==> src/hdl/b64dd_pkg.sv <==
// Shared types, constants and helpers for the binary64 exact decimal digit converter.
// Used by b64dd_ctrl, b64dd_dp and binary64_exact_decimal_digits; depends on nothing.
package b64dd_pkg;

  localparam int LIMB_COUNT_MAX_DEF  = 192;
  localparam int DIGIT_CAPACITY_DEF  = 768;
  localparam int DIGITS_PER_WORD_DEF = 16;

  localparam int RAW_W     = 64;
  localparam int WORD_W    = 64;
  localparam int WIDX_W    = 6;
  localparam int DCNT_W    = 10;
  localparam int SHIFT_W   = 12;
  localparam int MAX_WORDS = 48;
  localparam int LIMB_W    = 14;
  localparam int FAC_W     = 19;
  localparam int PROD_W    = 32;
  localparam int POW_W     = 11;
  localparam int BITCNT_W  = 6;
  localparam int SIG_W     = 53;
  localparam int OUT_DATA_W = 96;

  localparam logic [PROD_W-1:0] LIMB_BASE = PROD_W'(10000);
  localparam logic [FAC_W-1:0]  FAC_CHUNK2 = FAC_W'(262144);
  localparam logic [FAC_W-1:0]  FAC_CHUNK5 = FAC_W'(3125);
  localparam logic [FAC_W-1:0]  FAC_UNIT2  = FAC_W'(2);
  localparam logic [FAC_W-1:0]  FAC_UNIT5  = FAC_W'(5);
  localparam logic [POW_W-1:0]  LEN_CHUNK2 = POW_W'(18);
  localparam logic [POW_W-1:0]  LEN_CHUNK5 = POW_W'(5);
  localparam logic [10:0]       EXP_SPECIAL = 11'h7ff;

  // floor(p/10000) = floor((p>>4)/625), estimated low by at most one
  localparam int RECIP_SH = 38;
  localparam logic [28:0] RECIP_625 = 29'((64'd1 << RECIP_SH) / 625);

  typedef enum logic [4:0] {
    ST_IDLE, ST_CLASSIFY, ST_PASS_INIT, ST_CHK, ST_M_RD, ST_M_A, ST_M_B, ST_M_C,
    ST_PASS_END, ST_SCHED, ST_TOP_INIT, ST_D_RD, ST_D_S1, ST_D_S2, ST_D_USE,
    ST_TOP_CHK, ST_OUT
  } state_t;

  typedef enum logic [1:0] {
    JOB_TOP, JOB_TZ, JOB_EMIT
  } job_t;

  typedef struct packed {
    logic load_in;
    logic single_inv;
    logic single_zero;
    logic pass_start;
    logic mul_a;
    logic mul_b;
    logic mul_c;
    logic pass_end;
    logic top_start;
    logic top_eval;
    logic tz_start;
    logic pos_inc;
    logic tz_done;
    logic emit_put;
    logic out_ack;
    logic rd_pos;
  } cmd_t;

  typedef struct packed {
    logic is_nan;
    logic is_zero;
    logic pass_more;
    logic ovf;
    logic work_left;
    logic total_over;
    logic tz_more;
    logic word_end;
    logic last;
  } sts_t;

  // two BCD digits of a value below 100
  function automatic logic [7:0] bcd99(input logic [6:0] v);
    logic [17:0] t;
    logic [3:0]  tens;
    logic [6:0]  ones;
    t    = 18'(v) * 18'd205;
    tens = t[14:11];
    ones = v - 7'(tens) * 7'd10;
    return {tens, ones[3:0]};
  endfunction

endpackage

==> src/hdl/b64dd_ctrl.sv <==
// Sequencer for the converter: load, scaling passes, digit scan and word output.
// Depends on b64dd_pkg; drives b64dd_dp through cmd_t and reads sts_t.
module b64dd_ctrl
  import b64dd_pkg::*;
(
  input  logic clk,
  input  logic rst,
  input  logic in_valid,
  input  logic out_ready,
  input  sts_t sts,
  output cmd_t cmd,
  output logic in_ready,
  output logic out_valid
);

  state_t state, state_next;
  job_t   job, job_next;

  always_ff @(posedge clk) begin
    if (rst) begin
      state <= ST_IDLE;
      job   <= JOB_TOP;
    end else begin
      state <= state_next;
      job   <= job_next;
    end
  end

  always_comb begin
    state_next = state;
    job_next   = job;
    case (state)
      ST_IDLE:      if (in_valid) state_next = ST_CLASSIFY;
      ST_CLASSIFY: begin
        if (sts.is_nan || sts.is_zero) state_next = ST_OUT;
        else state_next = ST_PASS_INIT;
      end
      ST_PASS_INIT: state_next = ST_CHK;
      ST_CHK: begin
        if (sts.ovf) state_next = ST_OUT;
        else if (sts.pass_more) state_next = ST_M_RD;
        else state_next = ST_PASS_END;
      end
      ST_M_RD:      state_next = ST_M_A;
      ST_M_A:       state_next = ST_M_B;
      ST_M_B:       state_next = ST_M_C;
      ST_M_C:       state_next = ST_CHK;
      ST_PASS_END:  state_next = ST_SCHED;
      ST_SCHED: begin
        if (sts.work_left) state_next = ST_PASS_INIT;
        else state_next = ST_TOP_INIT;
      end
      ST_TOP_INIT: begin
        state_next = ST_D_RD;
        job_next   = JOB_TOP;
      end
      ST_D_RD:      state_next = ST_D_S1;
      ST_D_S1:      state_next = ST_D_S2;
      ST_D_S2:      state_next = ST_D_USE;
      ST_D_USE: begin
        case (job)
          JOB_TOP: state_next = ST_TOP_CHK;
          JOB_TZ: begin
            state_next = ST_D_RD;
            if (!sts.tz_more) job_next = JOB_EMIT;
          end
          JOB_EMIT: begin
            if (sts.word_end) state_next = ST_OUT;
            else state_next = ST_D_RD;
          end
          default: state_next = ST_IDLE;
        endcase
      end
      ST_TOP_CHK: begin
        if (sts.total_over) begin
          state_next = ST_OUT;
        end else begin
          state_next = ST_D_RD;
          job_next   = JOB_TZ;
        end
      end
      ST_OUT: begin
        if (out_ready) begin
          if (sts.last) state_next = ST_IDLE;
          else state_next = ST_D_RD;
        end
      end
      default: state_next = ST_IDLE;
    endcase
  end

  always_comb begin
    cmd       = '0;
    in_ready  = 1'b0;
    out_valid = 1'b0;
    case (state)
      ST_IDLE: begin
        in_ready    = 1'b1;
        cmd.load_in = in_valid;
      end
      ST_CLASSIFY: begin
        cmd.single_inv  = sts.is_nan;
        cmd.single_zero = sts.is_zero && !sts.is_nan;
      end
      ST_PASS_INIT: cmd.pass_start = 1'b1;
      ST_CHK:       cmd.single_inv = sts.ovf;
      ST_M_A:       cmd.mul_a = 1'b1;
      ST_M_B:       cmd.mul_b = 1'b1;
      ST_M_C:       cmd.mul_c = 1'b1;
      ST_PASS_END:  cmd.pass_end = 1'b1;
      ST_TOP_INIT:  cmd.top_start = 1'b1;
      ST_D_RD:      cmd.rd_pos = 1'b1;
      ST_D_USE: begin
        case (job)
          JOB_TOP:  cmd.top_eval = 1'b1;
          JOB_TZ: begin
            cmd.pos_inc = sts.tz_more;
            cmd.tz_done = !sts.tz_more;
          end
          JOB_EMIT: cmd.emit_put = 1'b1;
          default:  cmd = '0;
        endcase
      end
      ST_TOP_CHK: begin
        cmd.single_inv = sts.total_over;
        cmd.tz_start   = !sts.total_over;
      end
      ST_OUT: begin
        out_valid  = 1'b1;
        cmd.out_ack = out_ready;
      end
      default: cmd = '0;
    endcase
  end

endmodule

==> config.mk <==
export PLATFORM = sky130hd
export DESIGN_NAME = b64dd_ctrl
export DESIGN_NICKNAME = d
export VERILOG_FILES = /design/src/hdl/b64dd_pkg.sv /design/src/hdl/b64dd_ctrl.sv
export SDC_FILE = /design/constraint.sdc
export NUM_CORES = 1
export LEC_CHECK = 0
export ABC_AREA = 0
export BUFFER_PORTS_ARGS = -buffer_cell sky130_fd_sc_hd__clkbuf_2
export CAP_MARGIN = 20
export CORE_MARGIN = 4
export CORE_UTILIZATION = 45
export CTS_CLUSTER_SIZE = 14
export DETAILED_ROUTE_END_ITERATION = 10
export PLACE_DENSITY = 0.76
export SLEW_MARGIN = 20
export SYNTH_ARGS = -nofsm -noshare
export SYNTH_HDL_FRONTEND = slang
export SYNTH_SLANG_ARGS = --single-unit
==> constraint.sdc <==
create_clock -name clk -period 1.5 [get_ports clk]
set_input_delay 0.15 -clock clk [delete_from_list [all_inputs] [get_ports clk]]
set_output_delay 0.15 -clock clk [all_outputs]
set_load 0.01 [all_outputs]
### After elaboration in Yosys (flattened, before gate mapping)

Index checks and enable logic that the tools add are counted.
Widths: inputs -> output; s select.

| word-level totals | value |
|---|---|
| output and inout bits | 18 |
| register bits after elaboration | 7 |
| input port bits | 13 |
| word-level logic and storage cells | 70 |

| cells by class | value |
|---|---|
| multiplexer cells | 34 |
| reductions and logical operators | 11 |
| equality and inequality tests | 23 |

Operator list:

| cell | number |
|---|---|
| $pmux 5 s16 | 1 |
| $eq 5x4->1 const B | 8 |
| $mux 5 | 6 |
| $eq 5x3->1 const B | 4 |
| $mux 1 | 16 |
| $pmux 5 s3 | 1 |
| $mux 4 | 3 |
| $eq 5x2->1 const B | 2 |
| $mux 2 | 4 |
| $ne 2x2->1 const B | 4 |
| $pmux 2 s3 | 1 |
| $eq 5x1->1 const B | 1 |
| $eq 5x5->1 const B | 1 |
| $logic_not 5->1 | 1 |
| $reduce_and 4->1 | 1 |
| $logic_not 1->1 | 3 |
| $mux 3 | 1 |
| $pmux 1 s3 | 1 |
| $reduce_bool 3->1 | 1 |
| $eq 2x1->1 const B | 1 |
| $eq 2x2->1 const B | 1 |
| $logic_not 2->1 | 1 |
| $ne 2x1->1 const B | 1 |
| $reduce_and 2->1 | 1 |
| 3 further kinds | 3 |

### Logic depth before layout (Yosys ltp)

| depth | value |
|---|---|
| word-level depth | 3 |
| mapped depth | 6 |
| depth with buffers taken out | 4 |

### Worst setup path before layout

Ideal clock, no wire load.

| timing path | value |
|---|---|
| kind | reg2reg |
| start | register state[1] |
| end | register job[1] |
| data required time | 1441 ps |
| slack | 100 ps |
| buffers on the path | 1 |
| arrival time | 1341 ps |
| period minus slack after synthesis | 1400 ps |
| stages on the path, launching flop included | 6 |
| setup time | 59 ps |
| path through | dfxtp_1 > buf_4 > nand4b_2 > or2_1 > nor4b_2 > o21ba_1 |

| between the ends | value |
|---|---|
| longest elaborated chain between the ends | 3 |
| elaborated cells on any way between the ends | 9 |
| classes of those cells | 6 x eq/ne; 1 x mux; 2 x reduce/logical |

Ends and longest elaborated chain:

| element | RTL line | text |
|---|---|---|
| start, declared | b64dd_ctrl.sv:16 | `state_t state, state_next;` |
| start signal, assigned | b64dd_ctrl.sv:24 | `state <= state_next;` |
| $eq 5x4->1 | b64dd_ctrl.sv:32 | `case (state)` |
| $ne 2x1->1 (no source line) (tied with other cells) | n/a |  |
| $reduce_and 4->1 (no source line) | n/a |  |
| end signal, assigned | b64dd_ctrl.sv:25 | `job <= job_next;` |
| end, declared | b64dd_ctrl.sv:17 | `job_t job, job_next;` |

Parallel ways exist; a longest one is shown, timed or not.
A chain may end at the register's enable or synchronous reset.

==> metrics.md <==
| Metric | Value |
|---|---|
| Status | finished with violations |
| Violated checks | setup timing |
| Reg clk slew, reported paths | 60 ps |
| Adder-cell share of the synthesized area | 0% |
| Critical path data arrival time | 1560 ps |
| Unique masters post-synth | 36 |
| Maximum vdd drop | 0.704 mV |
| First-pass GRT wire length | 3680 um |
| Mux share of post-synthesis cell area | 2.98% |
| Avg Vias per Cell | 5.82 |
| R2R cell count | 5 |
| Slew Viols, Final | 0 |
| Number of enable flip-flop cells after synthesis | 0 |
| Root buffer cell | clkbuf_4 |
| Post-synthesis sequential area ratio | 19.6% |
| Area leader, netlist | dfxtp_1 |
| RSZ-0062 raised after global routing | true |
| DP Worst Slack | 41.5 ps |
| Drt drc | 0 |
| Combinational share of power | 64.3% |
| Pwr/cell area | 1080 mW/mm^2 |
| HP Class | input pin to flop |
| Layout cells sized above 1 | 52.5% |
| Largest net degree at the start of global routing | 14 |
| Power Internal | 695 uW |
| Leakage | 0.000532 uW |
| Mapped Cells | 98 |
| Fin area | 0.00115 sq mm |
| Max Clk Rate | 584 MHz |
| Post-synth top area share | 19.6% |
| Sequential Power Share | 21.1% |
| Switch share | 43.8% |
| Clk sinks | 7 |
| Crit end category | output pin |
| Asr flop ratio synth | 0% |
| Cells taking the most area after synthesis | dfxtp_1, nand2b_1, nor2_1 |
| Area grow syn2layout | 61.1% |
| Synth Area in XOR/XNOR | 0% |
| Detailed Route Iter0 Violations | 29 |
| Final Hold Fails | 0 |
| CTS tree | yes |
| Nets | 155 |
| CP required | 1350 ps |
| Commonest non-fill, non-tap cell in the layout | clkbuf_2 |
| GRT Overall Usage | 23.4% |
| Tmin final | 1710 ps |
| Cell area after synthesis | 713 sq um |
| Routed WL | 2690 um |
| Cell Area, Placed | 933 sq um |
| Yosys reg bits | 7 |
| Vias in the first global route | 822 |
| Hold-critical path depth | 2 |
| Max cap viols | 0 |
| Synthesized Nets | 111 |
| Synth Flop Type | dfxtp_1 |
| # diodes | 0 |
| Routed WL per cell | 17.1 um |
| Row cnt | 14 |
| Post-route clock skew | 1.01 ps |
| Ports | 31 |
| CP Launch Type | flop |
| Starting density of the core | 47.3% |
| Synth Warn # | 0 |
| Synth Area in Compound Gates | 25.3% |
| Fin crit share | 114% |
| Crit Path Class | flop to output pin |
| Die height | 47.8 um |
| Synth Area in Simple Gates | 42.3% |
| Clock Power Share | 14.6% |
| Worst-Skew Late Latency | 260 ps |
| Final worst slack | -211 ps |
| Hold Worst Slack | 130 ps |
| Antenna viol nets, final | 0 |
| Core area | 0.00151 sq mm |
| Largest family of logic cells by synthesized area | simple AND/OR/NAND/NOR gates |
| Num CTS Buffers | 3 |
| Longest Clk Path Bufs | 2 |
| Grt ovf | 0 |
| Worst-Margin Slew | 316 ps |
| Tot Pwr | 1240 uW |
| Final setup fails | 11 |
| NetSw | 542 uW |
| Vias | 914 |
| Syn avg cell area | 7.28 sq um |
| 1st-pass router iterations | 5 |
| CTS H-tree depth | 1 |
| Placer Congestion | 0.940 |
| Initial antenna violation count | 0 |
| DPL Wire Length | 1690 um |
| Port bufs | 30 |
| Crit-path max FO | 5 |
| Commonest non-fill, non-tap cells in the layout | clkbuf_2, buf_4, nor2_1, buf_2 |
| Die X-Extent | 47.8 um |
| Max_slew headroom | 78.6% |
| Die Footprint | 0.00229 sq mm |
-- synth_stat cells, types with 2 or more instances --
library cell,number
buf_4,2
nor2_1,9
inv_1,8
a21oi_1,6
a311oi_1,2
dfxtp_1,7
nand2_1,5
buf_2,5
o32ai_1,2
nor4_1,4
a211oi_1,2
and3_1,2
o21ai_0,5
nand2b_1,6
and2_1,3
nand3b_1,2
or3b_1,2
nor3_1,5
nor4_2,2
a22oi_1,3
-- registers in the layout (all words and copies together) (netlist names) --
register / flops
state: 5
job: 2
-- area by class of cell --
cell class                 instances  area (sq um)
fill                             108           358
sequential                         7           154
timing repair buffer              46           305
inverter                           8          33.8
multi-input combinational         76           609
clock buffer                       4          26.3
tap                               16          20.0
-- worst paths after layout --
kind | startpoint | end | slack, ps
worst max-delay path | state[3] | cmd[11] | -210
worst min-delay path | rst | state[2] | 130
worst max register to register | state[3] | state[2] | 60
worst min register to register | job[0] | job[0] | 570
-- per-stage QoR --
stage / cells / TNS (ps) / utilization [%]
floorplan: 98 / 0 / -
global placement: 149 / 0 / 62.0
detailed placement: 149 / 0 / 62.0
CTS: 157 / -871 / 70.8
global route: 157 / -1880 / 76.2
finish: 157 / -1240 / 76.2
-- metal layers --
metal | vias up | track usage, % | share of wire (%)
li1 | 448 | - | -
met2 | 34 | 38.8 | 51
met1 | 428 | 28.2 | 42
met5 | - | 0 | 0
met4 | 0 | 9.14 | 1.0
met3 | 4 | 6.77 | 5.8
-- cell families after synthesis --
logic type      after synthesis
simple gates                 48
compound gates               26
buf+inv                      15
flops                         7
mux                           2
-- power by group through the flow --
stage	clock, uW	sequential, uW	combinational, uW
3_5_place_dp	0	243	599
3_3_place_gp	0	242	590
2_1_floorplan	0	237	410
5_1_grt	197	263	847
6_report	181	261	795
4_1_cts	184	253	685
-- worst max-delay path, stage by stage (launching register included) --
cell	delay (ps)
dfxtp_4	370
or3b_1	430
buf_4	170
nor3_1	160
buf_2	170
-- repair_timing --
item / 4_1_cts / 5_1_grt
resized for setup: 19 / 29
buffers inserted: 4 / 0
pin swaps: 3 / 4
setup endpoints to repair: 14 / 21
hold buffers: 0 / 0
Note: power is estimated with default switching activity, not from simulation.
